[src/design/gra_pkg.sv]
// Shared types, constants and helper functions of the guillotine rectangle allocator.
`default_nettype none
package gra_pkg;

  localparam int COORD_W = 15;
  localparam int DATA_W = 32;
  localparam int CFG_AW = 3;
  localparam int MAX_TILES_DEF = 64;
  localparam logic [COORD_W-1:0] COORD_MAX = 15'd16384;
  localparam logic [COORD_W-1:0] ATLAS_RESET = 15'd4096;

  typedef logic [COORD_W-1:0] coord_t;

  typedef enum logic [1:0] {
    OP_ALLOC = 2'd0,
    OP_FREE  = 2'd1,
    OP_INIT  = 2'd2,
    OP_NOP   = 2'd3
  } op_t;

  typedef enum logic [1:0] {
    ST_OK     = 2'd0,
    ST_NO_FIT = 2'd1,
    ST_FULL   = 2'd2
  } status_t;

  typedef enum logic {
    REG_ATLAS_W = 1'b0,
    REG_ATLAS_H = 1'b1
  } reg_idx_t;

  typedef enum logic [2:0] {
    S_BOOT,
    S_IDLE,
    S_SCAN,
    S_MOVE_RD,
    S_MOVE_WR,
    S_SPLIT,
    S_RESP
  } state_t;

  typedef struct packed {
    op_t    op;
    coord_t req_width;
    coord_t req_height;
    coord_t rect_left;
    coord_t rect_top;
    coord_t rect_right;
    coord_t rect_bottom;
  } req_t;

  typedef struct packed {
    coord_t  out_left;
    coord_t  out_top;
    coord_t  out_right;
    coord_t  out_bottom;
    status_t status;
  } res_t;

  typedef struct packed {
    coord_t left;
    coord_t top;
    coord_t right;
    coord_t bottom;
  } tile_t;

  typedef struct packed {
    coord_t atlas_width;
    coord_t atlas_height;
  } cfg_t;

  function automatic coord_t clamp_coord(input coord_t v);
    return (v > COORD_MAX) ? COORD_MAX : v;
  endfunction

  function automatic coord_t span(input coord_t lo, input coord_t hi);
    return (hi > lo) ? coord_t'(hi - lo) : '0;
  endfunction

endpackage
`default_nettype wire

[src/design/gra_tile_mem.sv]
// Free-tile table: one write port and one read port with registered read data.
`default_nettype none
module gra_tile_mem #(
  parameter int MAX_TILES = gra_pkg::MAX_TILES_DEF
) (
  input  wire logic                          clk,
  input  wire logic                          rd_en,
  input  wire logic [$clog2(MAX_TILES)-1:0]  rd_addr,
  output gra_pkg::tile_t                     rd_data,
  input  wire logic                          wr_en,
  input  wire logic [$clog2(MAX_TILES)-1:0]  wr_addr,
  input  wire gra_pkg::tile_t                wr_data
);
  import gra_pkg::*;

  tile_t mem [MAX_TILES];
  tile_t rd_data_r;

  always_ff @(posedge clk) begin
    if (wr_en) begin
      mem[wr_addr] <= wr_data;
    end
    if (rd_en) begin
      rd_data_r <= mem[rd_addr];
    end
  end

  assign rd_data = rd_data_r;

endmodule
`default_nettype wire

[config.mk]
export PLATFORM = sky130hd
export DESIGN_NAME = gra_tile_mem
export DESIGN_NICKNAME = d
export VERILOG_FILES = /design/src/design/gra_pkg.sv /design/src/design/gra_tile_mem.sv
export SDC_FILE = /design/constraint.sdc
export NUM_CORES = 2
export LEC_CHECK = 0
export BUFFER_PORTS_ARGS = -buffer_cell sky130_fd_sc_hd__buf_2
export CORE_UTILIZATION = 53
export DETAILED_ROUTE_END_ITERATION = 12
export PLACE_DENSITY = 0.75
export SYNTH_ARGS = -nofsm -noshare
export SYNTH_HDL_FRONTEND = slang
export SYNTH_SLANG_ARGS = --single-unit
[constraint.sdc]
create_clock -name clk -period 7.3 [get_ports clk]
set_input_delay 0.73 -clock clk [delete_from_list [all_inputs] [get_ports clk]]
set_output_delay 0.73 -clock clk [all_outputs]
set_load 0.1 [all_outputs]
==> results.json <==
{
  "synth-xor-area-share_pct": 0,
  "drv_cap": 0,
  "crit_required_ns": 7.98,
  "r2r-start": "mem[21][29]$_DFFE_PP_",
  "post-route-drc-count": 0,
  "mostFrequentLayoutCell": "edfxtp_1",
  "holdCritPathClass": "primary input to flop",
  "slew_headroom_pct": 10.8,
  "crit_fanout": 37,
  "synth_nets": 6168,
  "cts-resized-gates": 0,
  "via_per_inst": 6.97,
  "r2r-end": "rd_data[29]$_DFFE_PP_",
  "rsz0062_at_grt": "false",
  "synth_cells": 6093,
  "dp_cells": 9765,
  "syn_area_sq_um": 147000,
  "worstPathArrival_ns": 3.90,
  "fp-row-count": 193,
  "leakagePower_nw": 51.0,
  "ys_ff_latch": 3900,
  "wl_per_cell_um": 39.7,
  "gr-total-overflow": 0,
  "setup-tns-final_ns": 0,
  "area_growth_pct": 12.5,
  "hpwlAfterDp_mm": 203,
  "synth_cell_types": 35,
  "grt_pass1_vias": 73600,
  "synth_fa_ha_area_share_pct": 0,
  "whs_path_depth": 3,
  "hold_end": "rd_data[1]$_DFFE_PP_",
  "cp-end-kind": "flop",
  "crit_type": "primary input to flop",
  "drive_above_1_share_pct": 30.1,
  "grt_max_degree": 122,
  "cts_setup_buffers": 0,
  "fin_ws_ns": 4.08,
  "die_h_um": 529,
  "fin_nets": 6526,
  "fin_cells": 10500,
  "fmaxAchievable_mhz": 311,
  "ios": 135,
  "async_flop_share_pct": 0,
  "synth.avg_cell_area_sq_um": 24.1,
  "antenna_found_initial": 29,
  "finalMaxSlewViolations": 0,
  "reg2reg_setup_slack_ns": 5.16,
  "outcome": "finished clean",
  "synth_compound_area_share_pct": 1.75,
  "finalCriticalPeriod_ns": 3.22,
  "place_congestion": 0.801,
  "initial_core_util_pct": 53.3,
  "vdd_drop_max_uv": 330,
  "yosys.area_share.simple_pct": 0.863,
  "synth_edf_count": 3900,
  "drt-initial-drc-count": 12100,
  "htree_levels": 5,
  "grt_pass1_wl_mm": 573,
  "drt-pass1-iter-count": 6,
  "die_width_um": 529,
  "hold_buffers": 0,
  "skew_ns": 0.0678,
  "numCtsBuffers": 389,
  "synth_top_family_by_area": "multiplexers",
  "cts_root_buffer": "clkbuf_16",
  "synth.mux.area_fraction_pct": 16.7,
  "final_cell_mix": "edfxtp_1, mux4_2, clkbuf_16",
  "ys_warn_count": 0,
  "clkSinkCount": 3900,
  "setup_violations": 0,
  "hp-start": "rd_addr[4]",
  "num_vias": 72900,
  "start_kind": "primary input",
  "fin_crit_sh_pct": 44.1,
  "coreArea_sq_um": 276000,
  "hold_ws_ns": 0.272,
  "hold_viol_final": 0,
  "drtAntennaViolNets": 0,
  "reg2regPathDepth": 5,
  "tritoncts": "yes",
  "ys_seq_area_share_pct": 79.6,
  "dp_slack_ns": 3.05,
  "worstMarginPinSlew_ns": 1.34,
  "insertion_delay_ns": 1.01,
  "startpoint": "rd_addr[4]",
  "cts_max_path_buffers": 4,
  "synth_ff_type": "edfxtp_1",
  "io_buffers": 134,
  "path_clk_slew_ns": 0.06,
  "grt_usage_pct": 29.9,
  "p_per_area_nw_per_um2": 283,
  "dieArea_sq_um": 280000,
  "fin_util_pct": 59.9,
  "totalWireLength_mm": 415
}
## worst max-delay path, stage by stage
cell,delay (ns)
buf_4,0.21
buf_4,0.67
nand2_4,0.74
buf_4,0.62
o221ai_1,0.19
a21oi_1,0.07
a21oi_1,0.40
nor2_1,0.09
## cell families (layout without fill, tap and decap cells)
family                 after synthesis  in the layout
other                                0             18
buffers and inverters              341            991
multiplexers                      1149           1149
AND/OR/NAND/NOR                    301            301
AO/OA/AOI/OAI                      402            402
flip-flops                        3900           3900
## layer usage
layer  up-vias  share of wire [%]  global-route usage [%]
met5         -              0.025                       0
met4        18                5.1                    13.8
met2      6271                 48                    47.2
met1     38400                 33                    39.2
li1      27100                  -                       -
met3      1179                 14                    7.67
## synth_stat cells (5+ instances only)
cell,instances,area [sq um]
edfxtp_1,3900,117000
mux4_2,1040,23400
o22ai_1,188,1180
nor2_1,177,664
clkbuf_1,170,638
buf_2,99,495
a21oi_1,74,370
nand2_1,68,255
o221ai_1,59,517
mux2_2,58,653
mux2i_1,51,510
o21ai_0,38,190
buf_4,34,255
buf_1,32,120
a31oi_1,28,175
nor3_1,12,60.1
nand2b_1,9,56.3
nor2b_1,9,56.3
o221a_2,9,101
buf_6,5,56.3
nand3_1,5,25.0
nand3b_1,5,37.5
## flip-flops by register name, summed over array words and instances, names as in the netlist
signal and count:
rd_data 60, mem 3840
## worst max path at each step
stage          depth (start not counted)                     to  slack (ns)
5_1_grt                                8  rd_data[50]$_DFFE_PP_        3.99
3_5_place_dp                           8  rd_data[50]$_DFFE_PP_        3.05
3_3_place_gp                           8  rd_data[50]$_DFFE_PP_        3.06
2_1_floorplan                          4   mem[48][0]$_DFFE_PP_        1.44
4_1_cts                                8  rd_data[50]$_DFFE_PP_        4.07
6_report                               8  rd_data[50]$_DFFE_PP_        4.08
## area by class of cell
cell class | count | area (sq um)
Fill cell | 18100 | 111000
Clock buffer | 464 | 10200
Antenna cell | 18 | 45.0
Clock inverter | 219 | 2070
Timing Repair Buffer | 307 | 2460
Inverter | 1 | 6.26
Tap cell | 3705 | 4640
Multi-Input combinational cell | 1852 | 28900
Sequential cell | 3900 | 117000
## metrics by stage
step	total power [mW]	cell area, sq um
2_1_floorplan	26.8	147000
3_3_place_gp	27.6	153000
3_5_place_dp	27.7	153000
4_1_cts	46.9	165000
5_1_grt	47.8	165000
6_report	46.9	165000
## power by group
part / switching [mW] / total [mW] / leakage [nW] / internal [mW]
clock network: 8.35 / 19.6 / 5.98 / 11.2
logic: 1.58 / 2.36 / 9.85 / 0.784
registers: 0.0803 / 24.9 / 35.1 / 24.8
total: 10.0 / 46.9 / 51.0 / 36.9
Power figures use the tool's default switching activity.
