File: config.mk
export PLATFORM = sky130hd
export DESIGN_NAME = gra_regs
export DESIGN_NICKNAME = d
export VERILOG_FILES = /design/src/design/gra_pkg.sv /design/src/design/gra_regs.sv
export SDC_FILE = /design/constraint.sdc
export NUM_CORES = 1
export LEC_CHECK = 0
export BUFFER_PORTS_ARGS = -buffer_cell sky130_fd_sc_hd__buf_4
export CORE_MARGIN = 3
export CORE_UTILIZATION = 44
export DETAILED_ROUTE_END_ITERATION = 8
export GPL_TIMING_DRIVEN = 1
export HOLD_SLACK_MARGIN = 0.03
export PLACE_DENSITY = 0.92
export SLEW_MARGIN = 5
export SYNTH_ARGS = -nofsm -noshare
export SYNTH_HDL_FRONTEND = slang
export SYNTH_SLANG_ARGS = --single-unit
File: constraint.sdc
create_clock -name clk -period 2.2 [get_ports clk]
set_clock_uncertainty 0.1 [all_clocks]
set_input_delay 0.55 -clock clk [delete_from_list [all_inputs] [get_ports clk]]
set_output_delay 0.55 -clock clk [all_outputs]
set_load 0.1 [all_outputs]
File: src/design/gra_pkg.sv
// Shared types, constants and helper functions of the guillotine rectangle allocator.
`default_nettype none
package gra_pkg;

  localparam int COORD_W = 15;
  localparam int DATA_W = 32;
  localparam int CFG_AW = 3;
  localparam int MAX_TILES_DEF = 64;
  localparam logic [COORD_W-1:0] COORD_MAX = 15'd16384;
  localparam logic [COORD_W-1:0] ATLAS_RESET = 15'd4096;

  typedef logic [COORD_W-1:0] coord_t;

  typedef enum logic [1:0] {
    OP_ALLOC = 2'd0,
    OP_FREE  = 2'd1,
    OP_INIT  = 2'd2,
    OP_NOP   = 2'd3
  } op_t;

  typedef enum logic [1:0] {
    ST_OK     = 2'd0,
    ST_NO_FIT = 2'd1,
    ST_FULL   = 2'd2
  } status_t;

  typedef enum logic {
    REG_ATLAS_W = 1'b0,
    REG_ATLAS_H = 1'b1
  } reg_idx_t;

  typedef enum logic [2:0] {
    S_BOOT,
    S_IDLE,
    S_SCAN,
    S_MOVE_RD,
    S_MOVE_WR,
    S_SPLIT,
    S_RESP
  } state_t;

  typedef struct packed {
    op_t    op;
    coord_t req_width;
    coord_t req_height;
    coord_t rect_left;
    coord_t rect_top;
    coord_t rect_right;
    coord_t rect_bottom;
  } req_t;

  typedef struct packed {
    coord_t  out_left;
    coord_t  out_top;
    coord_t  out_right;
    coord_t  out_bottom;
    status_t status;
  } res_t;

  typedef struct packed {
    coord_t left;
    coord_t top;
    coord_t right;
    coord_t bottom;
  } tile_t;

  typedef struct packed {
    coord_t atlas_width;
    coord_t atlas_height;
  } cfg_t;

  function automatic coord_t clamp_coord(input coord_t v);
    return (v > COORD_MAX) ? COORD_MAX : v;
  endfunction

  function automatic coord_t span(input coord_t lo, input coord_t hi);
    return (hi > lo) ? coord_t'(hi - lo) : '0;
  endfunction

endpackage
`default_nettype wire

File: src/design/gra_regs.sv
// Configuration register file holding the atlas size, reached through the APB port.
`default_nettype none
module gra_regs (
  input  wire logic                        clk,
  input  wire logic                        rst_n,
  input  wire logic                        psel,
  input  wire logic                        penable,
  input  wire logic                        pwrite,
  input  wire logic [gra_pkg::CFG_AW-1:0]  paddr,
  input  wire logic [gra_pkg::DATA_W-1:0]  pwdata,
  output logic      [gra_pkg::DATA_W-1:0]  prdata,
  output logic                             pready,
  output gra_pkg::cfg_t                    cfg
);
  import gra_pkg::*;

  coord_t   atlas_w_r;
  coord_t   atlas_h_r;
  reg_idx_t idx;
  coord_t   wval;
  coord_t   rval;

  assign idx    = reg_idx_t'(paddr[CFG_AW-1]);
  assign wval   = clamp_coord(pwdata[COORD_W-1:0]);
  assign pready = 1'b1;

  always_ff @(posedge clk) begin
    if (!rst_n) begin
      atlas_w_r <= ATLAS_RESET;
      atlas_h_r <= ATLAS_RESET;
    end else if (psel && penable && pwrite) begin
      unique case (idx)
        REG_ATLAS_W: atlas_w_r <= wval;
        REG_ATLAS_H: atlas_h_r <= wval;
        default: ;
      endcase
    end
  end

  always_comb begin
    unique case (idx)
      REG_ATLAS_W: rval = atlas_w_r;
      REG_ATLAS_H: rval = atlas_h_r;
      default:     rval = '0;
    endcase
  end

  assign prdata           = {{(DATA_W-COORD_W){1'b0}}, rval};
  assign cfg.atlas_width  = atlas_w_r;
  assign cfg.atlas_height = atlas_h_r;

endmodule
`default_nettype wire

==> impl_metrics.tcl, run 1 <==
set metrics [dict create \
    status "finished clean" \
    grt_pass1_wl_mm 5.14 \
    hold_buffers 0 \
    hold_violations 0 \
    chipHeight_um 63.6 \
    setup_violations 0 \
    totalWireLength_mm 3.05 \
    ctsLongestPathBuffers 2 \
    vdd_drop_max_v 0.000342 \
    clk_pin_slew_ps 80 \
    fmax_ghz 0.489 \
    worstPathArrival_ps 1390 \
    finalCriticalPeriod_ps 2040 \
    yosys_most_used_dff "dfxtp_1" \
    worst_slack_ps 157 \
    wire_per_inst_um 11.9 \
    synth_top_cell_by_area "dfxtp_1" \
    clk_latency_ps 300 \
    cts_sinks 30 \
    cts_made_buffers 5 \
    yosysMostFrequentCell "dfxtp_1" \
    finalCritPeriodShare_pct 92.9 \
    post_cts_resized 0 \
    cts_tree "done" \
    drc 0 \
    io_pins 103 \
    synthTopCellsByArea "dfxtp_1 41%, mux2_2 12%, buf_4 11%, nand3_1 9.6%, o21ai_1 8.2%" \
    drive_gt1_share_pct 56.6 \
    drt_iter0_drc 46 \
    setup.worst_path.start_class "primary input" \
    coreArea_um2 3100 \
    synth_edf_count 0 \
    netlist_instances 156 \
    die_area_um2 4040 \
    drv_slew 0 \
    cpMaxStageDelayCell "mux2_2" \
    fp.dieW_um 63.6 \
    insertedDiodeCount 0 \
    power.density_nw_per_um2 616 \
    max_stage_delay_ps 370 \
    grtUsageTotal_pct 15.9 \
    antenna_found_initial 0 \
    post-cts-setup-buffers 0 \
    crit_path_frequent_cell "buf_4" \
    post-place-ws_ps 148 \
    path_cells "buf_4, mux2_2, buf_4" \
    dr.pass1.iters 3 \
    setup_tns_ps 0 \
    syn_to_final_growth_pct 32.2 \
    worstHoldPathType "reg -> reg" \
    syn_avg_cell_area_um2 9.35 \
    grt_pass1_vias 1148 \
    initial_utilization_pct 47.0 \
    rsz0062_at_grt "false" \
    ys_seq_elements 30 \
    syn_area_um2 1460 \
    synth_top_area_share_pct 41.2 \
    cp_max_fo 17 \
    synth_commonest_cells "30 x dfxtp_1, 28 x nand3_1, 24 x o21ai_1, 21 x buf_4, 15 x mux2_2" \
    rows 20 \
    synth-warning-count 0 \
    maxCapViolations 0 \
    htreeDepth 2 \
    hold_depth 2 \
    postRouteAntennaNets 0 \
    synth_seq_area_share_pct 41.2 \
    crit_type "in -> out" \
    worst_r2r_path_depth 2 \
    nets 253 \
    vias 1223 \
    synth_cell_types 18 \
    worstPathRequired_ps 1550 \
    gp_congestion 0.687 \
    dpl.hpwl_mm 2.24 \
    p_leak_nw 0.873 \
    root_buffer "clkbuf_4" \
    grt_remaining_overflow 0 \
    crit_path_end_kind "output port" \
    ys_async_sr_fraction_pct 0 \
    via_per_inst 4.78 \
    grt_max_degree 45 \
    portBuffers 65 \
]
per-stage QoR:
step / area [µm²] / hold slack (ps) / power [mW] / cells / util [%]
2_1_floorplan: 1560 / 592 / 0.876 / 172 / -
3_3_place_gp: 1880 / 351 / 0.899 / 250 / 60.5
3_5_place_dp: 1880 / 357 / 0.902 / 250 / 60.5
4_1_cts: 1930 / 369 / 1.20 / 256 / 62.1
5_1_grt: 1930 / 386 / 1.24 / 256 / 62.1
6_report: 1930 / 366 / 1.19 / 256 / 62.1
registers in the layout, summed over array words and instances, names as in the netlist:
name       count
atlas_h_r     15
atlas_w_r     15
final cells by class:
cell class / count / area [µm²]
well taps: 44 / 55.1
clock buffers: 6 / 51.3
repair buffers: 66 / 495
multi-input cells: 110 / 688
fillers: 295 / 1170
flip-flops and latches: 30 / 638
per-layer routing:
metal	track usage (%)	vias to the layer above	wire, µm
li1	-	633	-
met1	17.0	540	1190
met2	28.8	48	1600
met3	5.17	2	239
met4	5.66	0	12
met5	0	-	0
final timing paths:
kind / start / end / slack, ps
max reg2reg: atlas_w_r[12] / atlas_w_r[12] / 1480
max: paddr[2] / prdata[14] / 160
min reg2reg: atlas_h_r[8] / atlas_h_r[8] / 370
min: atlas_h_r[8] / atlas_h_r[8] / 370
worst max-delay path: cells and delay by family:
family | cells | cell delay, ps
buffers and inverters | 2 | 460
muxes | 1 | 370
cells in the final DEF, fill, tap and decap left out, types with 3 or more instances in the layout:
master     n
clkbuf_4   5
nand3_1   28
o21ai_0    4
mux2_2    15
dfxtp_2   30
nand2_1    3
buf_4     66
conb_1    18
nand3b_1  13
o21ai_1   24
cells by family after synthesis:
family / Yosys count / share of synthesized area (%)
DFF: 30 / 41.2
buffers and inverters: 32 / 15.8
AOI/OAI and AO/OA: 30 / 11.0
and+or+nand+nor: 47 / 20.0
other: 2 / 0.515
muxes: 15 / 11.6
power breakdown:
group | leakage (nW) | internal (mW) | switching [mW]
combinational | 0.587 | 0.0578 | 0.273
sequential | 0.256 | 0.552 | 0.00576
clock | 0.0302 | 0.144 | 0.157
Power figures use the tool's default switching activity.
==> run 2: changes to the inputs <==
--- a/config.mk
+++ b/config.mk
@@ -5,13 +5,13 @@
 export SDC_FILE = /design/constraint.sdc
 export NUM_CORES = 1
 export LEC_CHECK = 0
-export BUFFER_PORTS_ARGS = -buffer_cell sky130_fd_sc_hd__buf_4
 export CORE_MARGIN = 3
-export CORE_UTILIZATION = 44
+export CORE_UTILIZATION = 55
 export DETAILED_ROUTE_END_ITERATION = 8
+export DONT_BUFFER_PORTS = 1
 export GPL_TIMING_DRIVEN = 1
 export HOLD_SLACK_MARGIN = 0.03
-export PLACE_DENSITY = 0.92
+export PLACE_DENSITY = 0.77
 export SLEW_MARGIN = 5
 export SYNTH_ARGS = -nofsm -noshare
 export SYNTH_HDL_FRONTEND = slang
==> impl_metrics.tcl, run 2 (synthesized netlist as in run 1, its figures left out) <==
set metrics [dict create \
    largest_registers "atlas_h_r x15, atlas_w_r x15" \
    drt_iter0_drc 57 \
    via_per_inst 5.40 \
    rsz0062_at_grt "false" \
    path_cells "mux2_2, buf_12" \
    grt_remaining_overflow 0 \
    regArea_um2 638 \
    root_buffer "clkbuf_4" \
    syn_to_final_growth_pct 34.4 \
    status "finished clean" \
    worstPathArrival_ps 1120 \
    hold_violations 0 \
    worst_r2r_path_depth 3 \
    layout_commonest_cell "buf_4" \
    coreArea_um2 2500 \
    finalPower_mw 1.20 \
    dr.pass1.iters 4 \
    crit_path_end_kind "output port" \
    setup.worst_path.start_class "flip-flop" \
    hold_end "atlas_w_r[12]" \
    post_cts_resized 0 \
    hold_depth 1 \
    p_comb_share_pct 25.0 \
    vdd_drop_max_v 0.000550 \
    power.density_nw_per_um2 612 \
    p_seq_share_pct 46.3 \
    max_stage_delay_ps 330 \
    worstPathRequired_ps 1550 \
    nets 233 \
    portBuffers 0 \
    cpMaxStageDelayCell "dfxtp_2" \
    clk_pin_slew_ps 90 \
    multi_input_area_um2 688 \
    p_leak_nw 0.825 \
    worstHoldStart "rst_n" \
    p_sw_mw 0.447 \
    gp_congestion 0.715 \
    crit_type "reg -> out" \
    cp_max_fo 2 \
    grt_pass1_wl_mm 5.66 \
    io_pins 103 \
    worst-r2r-setup-slack_ps 1150 \
    fill_cells 170 \
    totalWireLength_mm 3.68 \
    die_area_um2 3310 \
    chipHeight_um 57.5 \
    ctsLongestPathBuffers 2 \
    fp.dieW_um 57.5 \
    grt_max_degree 45 \
    postRouteAntennaNets 0 \
    crit_buf_inv 1 \
    p_sw_share_pct 37.3 \
    grt_pass1_vias 1262 \
    setup_violations 0 \
    initial_utilization_pct 58.4 \
    power.internal_mw 0.752 \
    drv_slew 0 \
    cts_tree "done" \
    drc 0 \
    htreeDepth 2 \
    worstHoldPathType "in -> reg" \
    regToRegStartpoint "atlas_h_r[3]" \
    finalCriticalPeriod_ps 1770 \
    finalCritPeriodShare_pct 80.5 \
    setup_tns_ps 0 \
    cts_sinks 30 \
    antenna_found_initial 0 \
    insertedDiodeCount 0 \
    drive_gt1_share_pct 52.6 \
    rows 18 \
    dpl.hpwl_mm 2.74 \
    cts_made_buffers 5 \
    post-cts-setup-buffers 0 \
    hold_buffers 0 \
    vias 1210 \
    grtUsageTotal_pct 22.4 \
    maxCapViolations 0 \
    path_delay_family "flip-flops" \
    wire_per_inst_um 16.4 \
    r2r-end "atlas_h_r[3]" \
    fmax_ghz 0.565 \
    mostFrequentLayoutCells "31 x buf_4, 30 x dfxtp_2, 28 x nand3_1, 24 x o21ai_1, 18 x conb_1" \
    clkPwrFrac_pct 28.7 \
    clk_latency_ps 320 \
]
[run 2: layer usage]
metal	vias up	part of all wire (%)	wire length [µm]	global-route usage (%)
li1	591	-	-	-
met1	557	36	1310	22.3
met2	54	54	1980	39.8
met3	8	8.9	327	10.4
met4	0	1.7	62	8.94
met5	-	0	0	0
[run 2: power by group through the flow]
| stage | logic (mW) | registers, mW | clock network [mW] |
|---|---|---|---|
| after detailed placement | 0.299 | 0.568 | 0 |
| after floorplan | 0.249 | 0.628 | 0 |
| after CTS | 0.299 | 0.556 | 0.355 |
| after global routing | 0.307 | 0.557 | 0.380 |
| after global placement | 0.296 | 0.568 | 0 |
| final | 0.300 | 0.555 | 0.344 |
[run 2: worst register-to-register path: stages (launching register included)]
cell,delay [ps]
dfxtp_2,340
buf_4,300
nand3_1,140
o21ai_1,110
[run 2: stage by stage]
stage          cells  area (µm²)  setup slack [ps]  utilization (%)  hold slack [ps]
2_1_floorplan    172        1560               159                -              592
3_3_place_gp     216        1900               487             75.9              519
3_5_place_dp     216        1900               473             75.9              522
4_1_cts          224        1960               412             78.4              175
5_1_grt          224        1960               381             78.4              170
6_report         224        1960               429             78.4              208
[run 2: area by class of cell]
| cell class | count | area share [%] |
|---|---|---|
| Clock buffer | 6 | 2.62 |
| Clock inverter | 2 | 0.638 |
| Multi-Input combinational cell | 110 | 35.1 |
| Sequential cell | 30 | 32.5 |
| Tap cell | 30 | 1.91 |
| Timing Repair Buffer | 46 | 27.2 |
[run 2: how the worst max path moves through the flow]
| stage | startpoint | end | cells after the start |
|---|---|---|---|
| 2_1_floorplan | paddr[2] | prdata[0] | 3 |
| 3_3_place_gp | paddr[2] | prdata[14] | 2 |
| 3_5_place_dp | paddr[2] | prdata[1] | 2 |
| 4_1_cts | atlas_h_r[1] | prdata[1] | 2 |
| 5_1_grt | atlas_h_r[10] | prdata[10] | 2 |
| 6_report | atlas_h_r[7] | prdata[7] | 2 |
